## src/rtl/csvp_pkg.sv

```systemverilog
// ----------------------------------------------------------------------------
// csvp_pkg: shared types and constants of the quoted CSV line parser
// Holds the byte word that passes from the classifier to the parser, the
// event and error codes, and the default sizes.
// ----------------------------------------------------------------------------
package csvp_pkg;

    // Default record and field limits.
    localparam int FIELD_LIMIT_DEF = 16;
    localparam int FIELD_BYTES_DEF = 64;

    // Depth of the queue between classifier and parser (power of two).
    localparam int QUEUE_DEPTH = 4;

    // Character constants.
    localparam logic [7:0] CH_QUOTE = 8'h22;
    localparam logic [7:0] CH_COMMA = 8'h2C;
    localparam logic [7:0] CH_HASH  = 8'h23;
    localparam logic [7:0] CH_LF    = 8'h0A;
    localparam logic [7:0] CH_NUL   = 8'h00;
    localparam logic [7:0] CH_SPACE = 8'h20;
    localparam logic [7:0] CH_TAB   = 8'h09;
    localparam logic [7:0] CH_CR    = 8'h0D;

    // Event kinds on the result channel.
    typedef enum logic [1:0] {
        EV_CHAR  = 2'd0,
        EV_FEND  = 2'd1,
        EV_REND  = 2'd2,
        EV_ERROR = 2'd3
    } event_kind_t;

    // Error codes.
    typedef enum logic [2:0] {
        ERR_NONE      = 3'd0,
        ERR_BAD_START = 3'd1,
        ERR_NL_FIELD  = 3'd2,
        ERR_TOO_LONG  = 3'd3,
        ERR_NO_COMMA  = 3'd4,
        ERR_NO_QUOTE  = 3'd5,
        ERR_TOO_MANY  = 3'd6
    } error_code_t;

    // One classified input word.
    typedef struct packed {
        logic [7:0] data;
        logic       is_nl;
        logic       is_blank;
        logic       is_quote;
        logic       is_comma;
        logic       is_hash;
    } csvp_item_t;

endpackage

```

## src/rtl/quoted_csv_line_parser_core.sv

```systemverilog
// ----------------------------------------------------------------------------
// quoted_csv_line_parser_core: streaming parser for quoted CSV lines
// Takes one text byte per word and emits field characters, field ends,
// record ends and error reports with the current line number.
// ----------------------------------------------------------------------------
// Usage:
//   Input channel: in_valid / in_stall with data_byte. A byte is taken at a
//   rising edge with in_valid high and in_stall low. Output channel:
//   out_valid / out_stall with the result fields; a word is taken at a
//   rising edge with out_valid high and out_stall low.
//   Each byte yields zero or one result word. An accepted byte waits in
//   the queue; its result word is registered when the output is free.
//   Throughput is one byte per cycle while the receiver does not stall;
//   the parser state update runs from a four-word queue behind the classifier.
//   When the receiver stalls, the result register holds its word, the
//   parser stops, the queue fills, and in_stall rises once four bytes wait.
//   While a result word is stalled, no byte leaves the queue, even one that
//   gives no result.
//   Reset clears the queue and the result register and returns the parser
//   to the start of line one.
// ----------------------------------------------------------------------------
module quoted_csv_line_parser_core
#(
    parameter int FIELD_LIMIT = csvp_pkg::FIELD_LIMIT_DEF,
    parameter int FIELD_BYTES = csvp_pkg::FIELD_BYTES_DEF
)
(
    input  logic        clk,
    input  logic        rst_n,
    input  logic        in_valid,
    output logic        in_stall,
    input  logic [7:0]  data_byte,
    output logic        out_valid,
    input  logic        out_stall,
    output logic [1:0]  event_kind,
    output logic [7:0]  out_byte,
    output logic [3:0]  field_index,
    output logic [5:0]  char_index,
    output logic [4:0]  field_count,
    output logic [2:0]  error_code,
    output logic [15:0] line_number
);

    csvp_pkg::csvp_item_t push_item;
    csvp_pkg::csvp_item_t pop_item;
    logic                 q_full;
    logic                 q_push;
    logic                 q_pop;
    logic                 q_valid;

    // Front: accept and classify.
    csvp_front u_front
    (
        .in_valid  (in_valid),
        .in_stall  (in_stall),
        .data_byte (data_byte),
        .q_full    (q_full),
        .q_push    (q_push),
        .q_item    (push_item)
    );

    // Queue between the two sides.
    csvp_queue u_queue
    (
        .clk       (clk),
        .rst_n     (rst_n),
        .push      (q_push),
        .push_item (push_item),
        .full      (q_full),
        .pop       (q_pop),
        .not_empty (q_valid),
        .pop_item  (pop_item)
    );

    // Back: parse and deliver results.
    csvp_back
    #(
        .FIELD_LIMIT (FIELD_LIMIT),
        .FIELD_BYTES (FIELD_BYTES)
    )
    u_back
    (
        .clk         (clk),
        .rst_n       (rst_n),
        .q_valid     (q_valid),
        .q_item      (pop_item),
        .q_pop       (q_pop),
        .out_valid   (out_valid),
        .out_stall   (out_stall),
        .event_kind  (event_kind),
        .out_byte    (out_byte),
        .field_index (field_index),
        .char_index  (char_index),
        .field_count (field_count),
        .error_code  (error_code),
        .line_number (line_number)
    );

endmodule

```

## src/rtl/csvp_front.sv

```systemverilog
// ----------------------------------------------------------------------------
// csvp_front: input acceptance and byte classification
// Takes one byte word per cycle while the queue has room and tags it with
// the character classes that the parser needs.
// ----------------------------------------------------------------------------
module csvp_front
(
    input  logic                 in_valid,
    output logic                 in_stall,
    input  logic [7:0]           data_byte,
    input  logic                 q_full,
    output logic                 q_push,
    output csvp_pkg::csvp_item_t q_item
);

    // The input stalls only when the queue is full.
    assign in_stall = q_full;
    assign q_push   = in_valid && !q_full;

    // Classify the byte.
    always_comb
    begin
        q_item.data     = data_byte;
        q_item.is_nl    = (data_byte == csvp_pkg::CH_LF) || (data_byte == csvp_pkg::CH_NUL);
        q_item.is_blank = (data_byte == csvp_pkg::CH_SPACE) ||
                          ((data_byte >= csvp_pkg::CH_TAB) && (data_byte <= csvp_pkg::CH_CR));
        q_item.is_quote = (data_byte == csvp_pkg::CH_QUOTE);
        q_item.is_comma = (data_byte == csvp_pkg::CH_COMMA);
        q_item.is_hash  = (data_byte == csvp_pkg::CH_HASH);
    end

endmodule

```

## src/rtl/csvp_queue.sv

```systemverilog
// ----------------------------------------------------------------------------
// csvp_queue: short word queue between classifier and parser
// A small register queue so that the front and the back stall independently.
// ----------------------------------------------------------------------------
module csvp_queue
(
    input  logic                 clk,
    input  logic                 rst_n,
    input  logic                 push,
    input  csvp_pkg::csvp_item_t push_item,
    output logic                 full,
    input  logic                 pop,
    output logic                 not_empty,
    output csvp_pkg::csvp_item_t pop_item
);

    localparam int DEPTH = csvp_pkg::QUEUE_DEPTH;
    localparam int PW    = (DEPTH > 1) ? $clog2(DEPTH) : 1;
    localparam int CNTW  = $clog2(DEPTH + 1);

    csvp_pkg::csvp_item_t mem_reg [DEPTH];
    logic [PW-1:0]   wr_ptr_reg, wr_ptr_next;
    logic [PW-1:0]   rd_ptr_reg, rd_ptr_next;
    logic [CNTW-1:0] count_reg, count_next;
    logic            do_push, do_pop;

    assign full      = (count_reg == CNTW'(DEPTH));
    assign not_empty = (count_reg != '0);
    assign pop_item  = mem_reg[rd_ptr_reg];

    assign do_push = push && !full;
    assign do_pop  = pop && not_empty;

    // Pointer and fill count update.
    always_comb
    begin
        wr_ptr_next = do_push ? PW'(wr_ptr_reg + 1'b1) : wr_ptr_reg;
        rd_ptr_next = do_pop  ? PW'(rd_ptr_reg + 1'b1) : rd_ptr_reg;
        count_next  = count_reg;
        if (do_push && !do_pop)
        begin
            count_next = CNTW'(count_reg + 1'b1);
        end
        else if (do_pop && !do_push)
        begin
            count_next = CNTW'(count_reg - 1'b1);
        end
    end

    always_ff @(posedge clk or negedge rst_n)
    begin
        if (!rst_n)
        begin
            wr_ptr_reg <= '0;
            rd_ptr_reg <= '0;
            count_reg  <= '0;
        end
        else
        begin
            wr_ptr_reg <= wr_ptr_next;
            rd_ptr_reg <= rd_ptr_next;
            count_reg  <= count_next;
        end
    end

    // Storage needs no reset.
    always_ff @(posedge clk)
    begin
        if (do_push)
        begin
            mem_reg[wr_ptr_reg] <= push_item;
        end
    end

endmodule

```

## src/rtl/csvp_back.sv

```systemverilog
// ----------------------------------------------------------------------------
// csvp_back: parser state machine and result register
// Consumes classified words, tracks the record, field and line state, and
// holds at most one result word in its output register.
// ----------------------------------------------------------------------------
module csvp_back
#(
    parameter int FIELD_LIMIT = csvp_pkg::FIELD_LIMIT_DEF,
    parameter int FIELD_BYTES = csvp_pkg::FIELD_BYTES_DEF
)
(
    input  logic                 clk,
    input  logic                 rst_n,
    input  logic                 q_valid,
    input  csvp_pkg::csvp_item_t q_item,
    output logic                 q_pop,
    output logic                 out_valid,
    input  logic                 out_stall,
    output logic [1:0]           event_kind,
    output logic [7:0]           out_byte,
    output logic [3:0]           field_index,
    output logic [5:0]           char_index,
    output logic [4:0]           field_count,
    output logic [2:0]           error_code,
    output logic [15:0]          line_number
);

    localparam int FW = $clog2(FIELD_LIMIT + 1);
    localparam int CW = $clog2(FIELD_BYTES);

    typedef enum logic [2:0] {
        PH_LINE_START,
        PH_COMMENT,
        PH_IN_FIELD,
        PH_AFTER_CLOSE,
        PH_AFTER_COMMA,
        PH_DISCARD
    } phase_t;

    phase_t        phase_reg, phase_next;
    logic [FW-1:0] fields_reg, fields_next;
    logic [CW-1:0] chars_reg, chars_next;
    logic [15:0]   line_reg, line_next;

    logic          out_valid_reg, out_valid_next;
    logic [1:0]    kind_reg, kind_next;
    logic [7:0]    byte_reg, byte_next;
    logic [3:0]    fidx_reg, fidx_next;
    logic [5:0]    cidx_reg, cidx_next;
    logic [4:0]    fcnt_reg, fcnt_next;
    logic [2:0]    err_reg, err_next;
    logic [15:0]   lnum_reg, lnum_next;

    logic          go;
    logic          has_res;
    logic          inc_line;
    logic [31:0]   fields_wide;
    logic [31:0]   chars_wide;

    // A word is taken when the result register is free or being emptied.
    assign go    = q_valid && (!out_valid_reg || !out_stall);
    assign q_pop = go;

    assign fields_wide = 32'(fields_reg);
    assign chars_wide  = 32'(chars_reg);

    // Parser next state and result.
    always_comb
    begin
        phase_next  = phase_reg;
        fields_next = fields_reg;
        chars_next  = chars_reg;
        inc_line    = 1'b0;
        has_res     = 1'b0;
        kind_next   = csvp_pkg::EV_CHAR;
        byte_next   = '0;
        fidx_next   = '0;
        cidx_next   = '0;
        fcnt_next   = '0;
        err_next    = csvp_pkg::ERR_NONE;

        unique case (phase_reg)
            PH_LINE_START:
            begin
                priority if (q_item.is_nl)
                begin
                    inc_line = 1'b1;
                end
                else if (q_item.is_blank)
                begin
                    phase_next = PH_LINE_START;
                end
                else if (q_item.is_hash)
                begin
                    phase_next = PH_COMMENT;
                end
                else if (q_item.is_quote)
                begin
                    fields_next = '0;
                    chars_next  = '0;
                    phase_next  = PH_IN_FIELD;
                end
                else
                begin
                    has_res    = 1'b1;
                    kind_next  = csvp_pkg::EV_ERROR;
                    err_next   = csvp_pkg::ERR_BAD_START;
                    phase_next = PH_DISCARD;
                end
            end

            PH_IN_FIELD:
            begin
                priority if (q_item.is_quote)
                begin
                    has_res     = 1'b1;
                    kind_next   = csvp_pkg::EV_FEND;
                    fidx_next   = fields_wide[3:0];
                    cidx_next   = chars_wide[5:0];
                    fields_next = FW'(fields_reg + 1'b1);
                    phase_next  = PH_AFTER_CLOSE;
                end
                else if (q_item.is_nl)
                begin
                    has_res    = 1'b1;
                    kind_next  = csvp_pkg::EV_ERROR;
                    err_next   = csvp_pkg::ERR_NL_FIELD;
                    inc_line   = 1'b1;
                    phase_next = PH_LINE_START;
                end
                else if (chars_reg >= CW'(FIELD_BYTES - 1))
                begin
                    has_res    = 1'b1;
                    kind_next  = csvp_pkg::EV_ERROR;
                    err_next   = csvp_pkg::ERR_TOO_LONG;
                    phase_next = PH_DISCARD;
                end
                else
                begin
                    has_res    = 1'b1;
                    kind_next  = csvp_pkg::EV_CHAR;
                    byte_next  = q_item.data;
                    fidx_next  = fields_wide[3:0];
                    cidx_next  = chars_wide[5:0];
                    chars_next = CW'(chars_reg + 1'b1);
                end
            end

            PH_AFTER_CLOSE:
            begin
                priority if (q_item.is_nl)
                begin
                    has_res    = 1'b1;
                    kind_next  = csvp_pkg::EV_REND;
                    fcnt_next  = fields_wide[4:0];
                    inc_line   = 1'b1;
                    phase_next = PH_LINE_START;
                end
                else if (q_item.is_blank)
                begin
                    phase_next = PH_AFTER_CLOSE;
                end
                else if (q_item.is_comma)
                begin
                    phase_next = PH_AFTER_COMMA;
                end
                else
                begin
                    has_res    = 1'b1;
                    kind_next  = csvp_pkg::EV_ERROR;
                    err_next   = csvp_pkg::ERR_NO_COMMA;
                    phase_next = PH_DISCARD;
                end
            end

            PH_AFTER_COMMA:
            begin
                priority if (q_item.is_nl)
                begin
                    has_res    = 1'b1;
                    kind_next  = csvp_pkg::EV_ERROR;
                    err_next   = csvp_pkg::ERR_NO_QUOTE;
                    inc_line   = 1'b1;
                    phase_next = PH_LINE_START;
                end
                else if (q_item.is_blank)
                begin
                    phase_next = PH_AFTER_COMMA;
                end
                else if (q_item.is_quote)
                begin
                    if (fields_reg >= FW'(FIELD_LIMIT))
                    begin
                        has_res    = 1'b1;
                        kind_next  = csvp_pkg::EV_ERROR;
                        err_next   = csvp_pkg::ERR_TOO_MANY;
                        phase_next = PH_DISCARD;
                    end
                    else
                    begin
                        chars_next = '0;
                        phase_next = PH_IN_FIELD;
                    end
                end
                else
                begin
                    has_res    = 1'b1;
                    kind_next  = csvp_pkg::EV_ERROR;
                    err_next   = csvp_pkg::ERR_NO_QUOTE;
                    phase_next = PH_DISCARD;
                end
            end

            default:
            begin
                // Comment lines and lines after an error are dropped.
                if (q_item.is_nl)
                begin
                    inc_line   = 1'b1;
                    phase_next = PH_LINE_START;
                end
            end
        endcase

        // Every result carries the line number before any advance.
        lnum_next = line_reg;
        line_next = (inc_line && (line_reg != 16'hFFFF)) ? 16'(line_reg + 1'b1) : line_reg;

        if (go)
        begin
            out_valid_next = has_res;
        end
        else
        begin
            out_valid_next = out_valid_reg && out_stall;
        end
    end

    // Parser state and result register.
    always_ff @(posedge clk or negedge rst_n)
    begin
        if (!rst_n)
        begin
            phase_reg     <= PH_LINE_START;
            fields_reg    <= '0;
            chars_reg     <= '0;
            line_reg      <= 16'd1;
            out_valid_reg <= 1'b0;
            kind_reg      <= '0;
            byte_reg      <= '0;
            fidx_reg      <= '0;
            cidx_reg      <= '0;
            fcnt_reg      <= '0;
            err_reg       <= '0;
            lnum_reg      <= '0;
        end
        else
        begin
            out_valid_reg <= out_valid_next;
            if (go)
            begin
                phase_reg  <= phase_next;
                fields_reg <= fields_next;
                chars_reg  <= chars_next;
                line_reg   <= line_next;
                if (has_res)
                begin
                    kind_reg <= kind_next;
                    byte_reg <= byte_next;
                    fidx_reg <= fidx_next;
                    cidx_reg <= cidx_next;
                    fcnt_reg <= fcnt_next;
                    err_reg  <= err_next;
                    lnum_reg <= lnum_next;
                end
            end
        end
    end

    assign out_valid   = out_valid_reg;
    assign event_kind  = kind_reg;
    assign out_byte    = byte_reg;
    assign field_index = fidx_reg;
    assign char_index  = cidx_reg;
    assign field_count = fcnt_reg;
    assign error_code  = err_reg;
    assign line_number = lnum_reg;

endmodule
```

## config.mk

```make
export PLATFORM = sky130hd
export DESIGN_NAME = quoted_csv_line_parser_core
export DESIGN_NICKNAME = d
export VERILOG_FILES = /design/src/rtl/csvp_pkg.sv /design/src/rtl/quoted_csv_line_parser_core.sv /design/src/rtl/csvp_front.sv /design/src/rtl/csvp_queue.sv /design/src/rtl/csvp_back.sv
export SDC_FILE = /design/constraint.sdc
export NUM_CORES = 1
export LEC_CHECK = 0
export ABC_AREA = 1
export BUFFER_PORTS_ARGS = -buffer_cell sky130_fd_sc_hd__buf_2
export CAP_MARGIN = 40
export CORE_MARGIN = 10
export CORE_UTILIZATION = 40
export CTS_CLUSTER_DIAMETER = 40
export DETAILED_ROUTE_END_ITERATION = 7
export MAX_ROUTING_LAYER = met4
export SLEW_MARGIN = 40
export SYNTH_ARGS = -nofsm -noshare
export SYNTH_HDL_FRONTEND = slang
export SYNTH_SLANG_ARGS = --single-unit
```

## constraint.sdc

```tcl
create_clock -name clk -period 3.46 [get_ports clk]
set_input_delay 0.692 -clock clk [delete_from_list [all_inputs] [get_ports clk]]
set_output_delay 0.692 -clock clk [all_outputs]
set_load 0.02 [all_outputs]
```

==> impl_metrics.csv, run 1 <==
group,metric,value,unit
status,status,"finished, final reports clean",
sta,fin_tns_setup,0,ps
grt,use_met1,17.6,%
grt,grt-busiest-layer,"met2",
power,pwr-share-comb,38.3,%
logic_synthesis,syn_avg_cell_area,9.03,sq um
floorplan,rows,46,
floorplan,start_util,41.0,%
cells_and_area,largest_register_ffs,52,
logic_synthesis,ys_top_cells_by_area,"dfrtp_1 (31%), edfxtp_1 (24%), nand2_1 (13%)",
setup_path,cp_data_arrival_time,2840,ps
grt,grt_max_degree,83,
clock_network,path_clk_slew,50,ps
power,p_clk_share,26.4,%
sta,worst-slew-pin-transition,822,ps
power,p_leak,3.57,nW
power,powerDensity,848,nW/um^2
sta,fin_crit_sh,72.0,%
sta,relSlewSlack,44.7,%
logic_synthesis,yosys.area.top_type_share,30.9,%
routing,first_pass_iters,4,
setup_path,cpMostUsedCell,"nand2_1",
setup_path,reg2reg_depth,12,
clock_network,clock-root-buffer,"clkbuf_16",
floorplan,die-height,148,um
sta,fin_crit,2490,ps
setup_path,end_kind,"flip-flop",
routing,drc,0,
sta,clock_skew,8.40,ps
cells_and_area,finalInstanceArea,7620,sq um
setup_path,slowest_delay,520,ps
logic_synthesis,synth-compound-area-share,5.36,%
logic_synthesis,synth.area.mux_share,0.172,%
routing,postRouteAntennaNets,0,
cells_and_area,stdcell_count,1016,
worst_hold_path,hold_class,"in2async",
logic_synthesis,synth_top_area_cell,"dfrtp_1",
power,power.internal,0.00385,W
grt,grt_pass1_wl,25.0,mm
sta,fmax,402,MHz
clock_network,cts.path.max_buffers,2,
place,place_inst,985,
power,switchingPower,0.00261,W
sta,hold_viol,0,
logic_synthesis,synthesis.area,6560,sq um
grt,groute.layer.met3.usage,4.22,%
clock_network,htreeDepth,4,
setup_path,cp_cell_sequence,"inv_2, nand2_1, nand2_1, nand2_1, nand2_2, nand2_1, nand2_1, nor2_4, nand2_4, buf_4, nand3_1, nand2_1",
clock_network,cts_hold_buffers,0,
clock_network,clk_latency,420,ps
setup_path,cp.depth,12,
cells_and_area,drive_above_1_share,16.6,%
grt,first_global_vias,5083,
setup_path,crit_path_start,"u_queue.rd_ptr_reg[0]$_DFFE_PN0P_",
cells_and_area,antenna_cells,0,
setup_path,cp_data_required_time,3810,ps
place,placed_area,7040,sq um
clock_network,post_cts_resize_count,0,
logic_synthesis,synth_edf_count,52,
power,seqPwrFrac,35.3,%
clock_network,post_cts_buffers,0,
setup_path,rr_endpoint,"u_back.field_count[1]$_DFFE_PN0P_",
floorplan,die-area,21900,sq um
routing,routed_wl,14.9,mm
place,gp_congestion,0.942,
setup_path,cp_num_buf_inv,2,
logic_synthesis,ys_ff_latch,134,
logic_synthesis,synth_most_common_cell,"nand2_1",
place,dp_hpwl,10.3,mm
flow_run,cap_violations,0,
cells_and_area,num-fill-cells,1529,
setup_path,crit_end,"u_back.field_count[1]$_DFFE_PN0P_",
logic_synthesis,yosysWarningCount,0,
logic_synthesis,ys_top_cells_by_count,"nand2_1 (233), nand3_1 (84), dfrtp_1 (81), edfxtp_1 (52), inv_1 (52)",
cells_and_area,seqCellArea,3610,sq um
floorplan,die_w,148,um
setup_path,r2r_start,"u_queue.rd_ptr_reg[0]$_DFFE_PN0P_",
logic_synthesis,yosysSeqAreaShare,55.1,%
setup_path,startpoint_type,"flip-flop",
logic_synthesis,yosysUniqueCellTypes,39,
setup_path,ff2ff_setup_slack,970,ps
sta,setup_violations,0,
logic_synthesis,synthSimpleGateAreaFrac,28.6,%
power,switching_share,40.4,%
logic_synthesis,syn_nets,749,
floorplan,coreArea,16000,sq um
clock_network,numCtsBuffers,17,
clock_network,cts_tree,"yes",
routing,drtIter0Drc,298,
setup_path,critPathKind,"reg2reg",
setup_path,crit_family,"simple AND/OR/NAND/NOR gates",
cells_and_area,multi_input_area,2570,sq um
setup_path,cpMaxStageDelayCell,"dfrtp_1",
grt,grt_overflow_total,0,
place,port_buffers,57,
floorplan,pin_count,58,
grt,track_usage,14.4,%
logic_synthesis,synth_fa_ha_area_share,2.02,%
cells_and_area,fin_nets,810,
routing,wl_per_cell,14.7,um
grt,grtUsageMet2,22.4,%
sta,rsz0062_at_grt,"no",
power,ir_drop,479,uV
routing,vias,5121,
logic_synthesis,ys.flop_type,"dfrtp_1",
setup_path,crit_fanout,44,
logic_synthesis,syn_inst,727,
logic_synthesis,ys_async_sr_fraction,61.2,%
logic_synthesis,synth_xor_area_share,2.80,%
cells_and_area,area_growth,16.1,%
sta,final-max-slew-violation-count,0,
grt,grt_antenna_before_repair,0,
clock_network,clkSinkCount,134,
power,fin_total_pwr,0.00646,W
routing,viasPerCell,5.04,
logic_synthesis,synth_top_family_by_area,"simple AND/OR/NAND/NOR gates",
cell families after synthesis:
family                     count (synthesis)
AOI/OAI and AO/OA                         55
xor gates and xnor gates                  21
adders and majority gates                 10
buffers and inverters                     84
DFF                                      134
muxes                                      1
and+or+nand+nor                          422
placed cells by master, fill, tap and decap left out, types with 3 or more instances in the layout:
cell	netlist	layout
a21oi_1	15	15
nor2_2	3	3
dfrtp_1	81	81
nor3_1	17	17
ha_1	9	9
o21ai_0	8	8
a32o_1	8	8
clkbuf_16	0	17
nand3_2	4	4
nand2_2	8	8
inv_1	52	52
nor2_4	3	3
nand2_4	5	5
clkbuf_1	8	5
nand2_1	233	233
buf_4	1	8
buf_2	6	56
xor2_1	18	18
o21ai_1	15	15
nand3_1	84	84
nand4_1	7	7
inv_2	8	8
nor2_1	47	47
clkbuf_8	0	7
xnor2_1	3	3
edfxtp_1	52	52
nor3b_1	4	4
layout make-up:
class / count / share of cell area, %
clock buffers: 28 / 6.91
clock inverters: 3 / 0.526
inverters: 60 / 2.96
multi-input cells: 509 / 33.7
flip-flops and latches: 134 / 47.4
well taps: 216 / 3.55
repair buffers: 66 / 4.91
metrics by stage:
stage	util [%]	hold slack, ps	worst slack (ps)
5_1_grt	47.6	359	674
6_report	47.6	315	970
3_3_place_gp	44.0	449	1070
4_1_cts	47.6	340	983
3_5_place_dp	44.0	453	994
2_1_floorplan	-	396	826
layer usage:
metal  share of wire, %  vias to the layer above
li1                   -                     2530
met5                  0                        -
met3                4.9                       15
met2                 46                      132
met1                 48                     2444
met4                1.2                        0
power by group through the flow:
stage	combinational [W]	sequential (W)	clock (W)
floorplan	0.00185	0.00235	0
global placement	0.00242	0.00230	0
detailed placement	0.00249	0.00231	0
CTS	0.00250	0.00228	0.00175
global route	0.00277	0.00233	0.00182
finish	0.00247	0.00228	0.00171
worst min-delay path by stage:
stage	end	slack [ps]	cells past startpoint
after CTS	u_back.chars_reg[0]$_DFFE_PN0P_	340	1
after floorplan	u_back.char_index[0]$_DFFE_PN0P_	400	0
final	u_back.chars_reg[3]$_DFFE_PN0P_	320	1
after global placement	u_back.line_number[4]$_DFFE_PN0P_	450	2
after detailed placement	u_back.line_number[6]$_DFFE_PN0P_	450	2
after global routing	u_back.char_index[0]$_DFFE_PN0P_	360	1
(Power assumes the default switching activity.)
==> inputs of run 2 (changes only) <==
==> constraint.sdc (replaced) <==
create_clock -name clk -period 2 [get_ports clk]
set_input_delay 0.4 -clock clk [delete_from_list [all_inputs] [get_ports clk]]
set_output_delay 0.4 -clock clk [all_outputs]
set_load 0.02 [all_outputs]
==> run 2 against run 1 <==
Worst hold slack worse by 98 ps; final cell count up 3.1%; first-iteration DRC count up 15%; cell area up 4.9%; sequential power up 73%; clock skew up 5.4 ps; combinational power up 100%; clock power up 81%; count of clock-buffer cells in the layout down 10; global-route usage up 0.54 points; critical path depth unchanged; highest routed layer unchanged.
==> impl_metrics.csv, run 2 (same netlist as run 1, synthesis figures left out) <==
group,metric,value,unit
status,status,"finished, final reports clean",
place,place_inst,1009,
routing,viasPerCell,4.94,
power,powerDensity,1500,nW/um^2
clock_network,clock-root-buffer,"clkbuf_16",
setup_path,startpoint_type,"flip-flop",
setup_path,ff2ff_setup_slack,120,ps
cells_and_area,num-fill-cells,1552,
cells_and_area,postLayoutCoreUtil,49.9,%
floorplan,pin_count,58,
cells_and_area,largest_register_ffs,52,
clock_network,cts_tree,"yes",
cells_and_area,final_common_cell,"nand2_1",
grt,grt_antenna_before_repair,0,
floorplan,rows,46,
sta,fmax,531,MHz
cells_and_area,drive_above_1_share,21.8,%
floorplan,die-area,21900,sq um
sta,holdWs,218,ps
routing,first_pass_iters,5,
setup_path,cp_cell_sequence,"buf_12, nand2_1, nand2_1, nand2_1, nand2_2, buf_4, nand2_1, nand2_1, a21oi_4, buf_4, nand3_1, nand2_1",
routing,drtIter0Drc,342,
routing,routed_wl,15.4,mm
cells_and_area,multi_input_area,2610,sq um
sta,worst-slew-pin-transition,573,ps
cells_and_area,antenna_cells,0,
worst_hold_path,hold_class,"in2reg",
clock_network,numCtsBuffers,17,
clock_network,clk_latency,430,ps
cells_and_area,area_growth,21.8,%
setup_path,cpMostUsedCell,"nand2_1",
floorplan,die_w,148,um
setup_path,crit_fanout,15,
floorplan,start_util,41.0,%
clock_network,clkSinkCount,134,
sta,clock_skew,13.8,ps
worst_hold_path,whs_path_depth,1,
place,dp_hpwl,10.9,mm
clock_network,htreeDepth,4,
setup_path,slowest_delay,460,ps
sta,relSlewSlack,61.5,%
sta,final-max-slew-violation-count,0,
floorplan,coreArea,16000,sq um
setup_path,cpMaxStageDelayCell,"dfrtp_2",
cells_and_area,fin_nets,840,
setup_path,reg2reg_depth,12,
cells_and_area,mostFrequentLayoutCells,"nand2_1 (231), nand3_1 (84), dfrtp_1 (76)",
routing,wl_per_cell,14.7,um
floorplan,die-height,148,um
sta,hold_viol,0,
setup_path,end_kind,"flip-flop",
setup_path,cp_data_required_time,2360,ps
setup_path,critPathKind,"reg2reg",
cells_and_area,seqCellArea,3620,sq um
cells_and_area,stdcell_count,1047,
grt,grt_overflow_total,0,
clock_network,path_clk_slew,60,ps
sta,fin_crit,1880,ps
sta,setup_violations,0,
power,ir_drop,802,uV
routing,vias,5177,
grt,grt_max_degree,50,
grt,grt_pass1_wl,25.9,mm
routing,postRouteAntennaNets,0,
clock_network,cts.path.max_buffers,2,
routing,drc,0,
place,port_buffers,57,
sta,fin_tns_setup,0,ps
grt,track_usage,15.0,%
sta,rsz0062_at_grt,"yes",
setup_path,cp_data_arrival_time,2240,ps
power,p_leak,3.75,nW
sta,setup_ws,117,ps
place,gp_congestion,1.01,
flow_run,cap_violations,0,
place,place_ws,56.4,ps
grt,first_global_vias,5161,
sta,fin_crit_sh,94.2,%
==> run 2: routing by layer <==
metal / global-route usage, % / up-vias / routed length [um]
met2: 22.9 / 113 / 7180
met3: 4.46 / 25 / 700
li1: - / 2573 / -
met1: 18.3 / 2466 / 7180
met4: 5.70 / 0 / 325
met5: - / - / 0
==> run 2: layout make-up <==
cell class | count | share of cell area, %
clock inverters | 14 | 1.99
multi-input cells | 509 | 32.6
flip-flops and latches | 134 | 45.3
inverters | 60 | 2.91
repair buffers | 96 | 8.44
clock buffers | 18 | 5.37
well taps | 216 | 3.38
==> run 2: per-stage QoR <==
stage,instance area [sq um],power (W)
floorplan,6610,0.00736
global placement,7290,0.00861
detailed placement,7290,0.00871
CTS,7890,0.0119
global route,7990,0.0129
finish,7990,0.0120
==> run 2: path summary, 6_finish.rpt <==
check | startpoint | end
worst max-delay path | u_queue.rd_ptr_reg[0]$_DFFE_PN0P_ | u_back.chars_reg[4]$_DFFE_PN0P_
worst min-delay path | data_byte[5] | u_queue.mem_reg[1][10]$_DFFE_PP_
worst max register to register | u_queue.rd_ptr_reg[0]$_DFFE_PN0P_ | u_back.chars_reg[4]$_DFFE_PN0P_
worst min register to register | u_back.line_number[1]$_DFFE_PN0P_ | u_back.line_number[1]$_DFFE_PN0P_
max in group asynchronous | rst_n | u_queue.rd_ptr_reg[1]$_DFFE_PN0P_
min in group asynchronous | rst_n | u_back.chars_reg[2]$_DFFE_PN0P_
==> run 2: repair_timing <==
item,4_1_cts,5_1_grt
endpoints found under the hold margin,31,0
setup endpoints to repair,0,63
resized for setup,0,18
hold buffers,1,0
buffers inserted,0,4
==> run 2: critical path, delay by kind of cell (launching register included) <==
| kind | cells | cell delay, ps |
|---|---|---|
| and+or+nand+nor | 8 | 590 |
| buffers and inverters | 3 | 520 |
| AOI/OAI and AO/OA | 1 | 240 |
| DFF | 1 | 460 |
==> run 2: report_power, final <==
part | total (W) | leakage [nW] | switching, W | internal, W
registers | 0.00395 | 1.58 | 0.000442 | 0.00351
logic | 0.00497 | 1.88 | 0.00320 | 0.00177
clock network | 0.00310 | 0.283 | 0.00116 | 0.00194
total | 0.0120 | 3.75 | 0.00480 | 0.00722
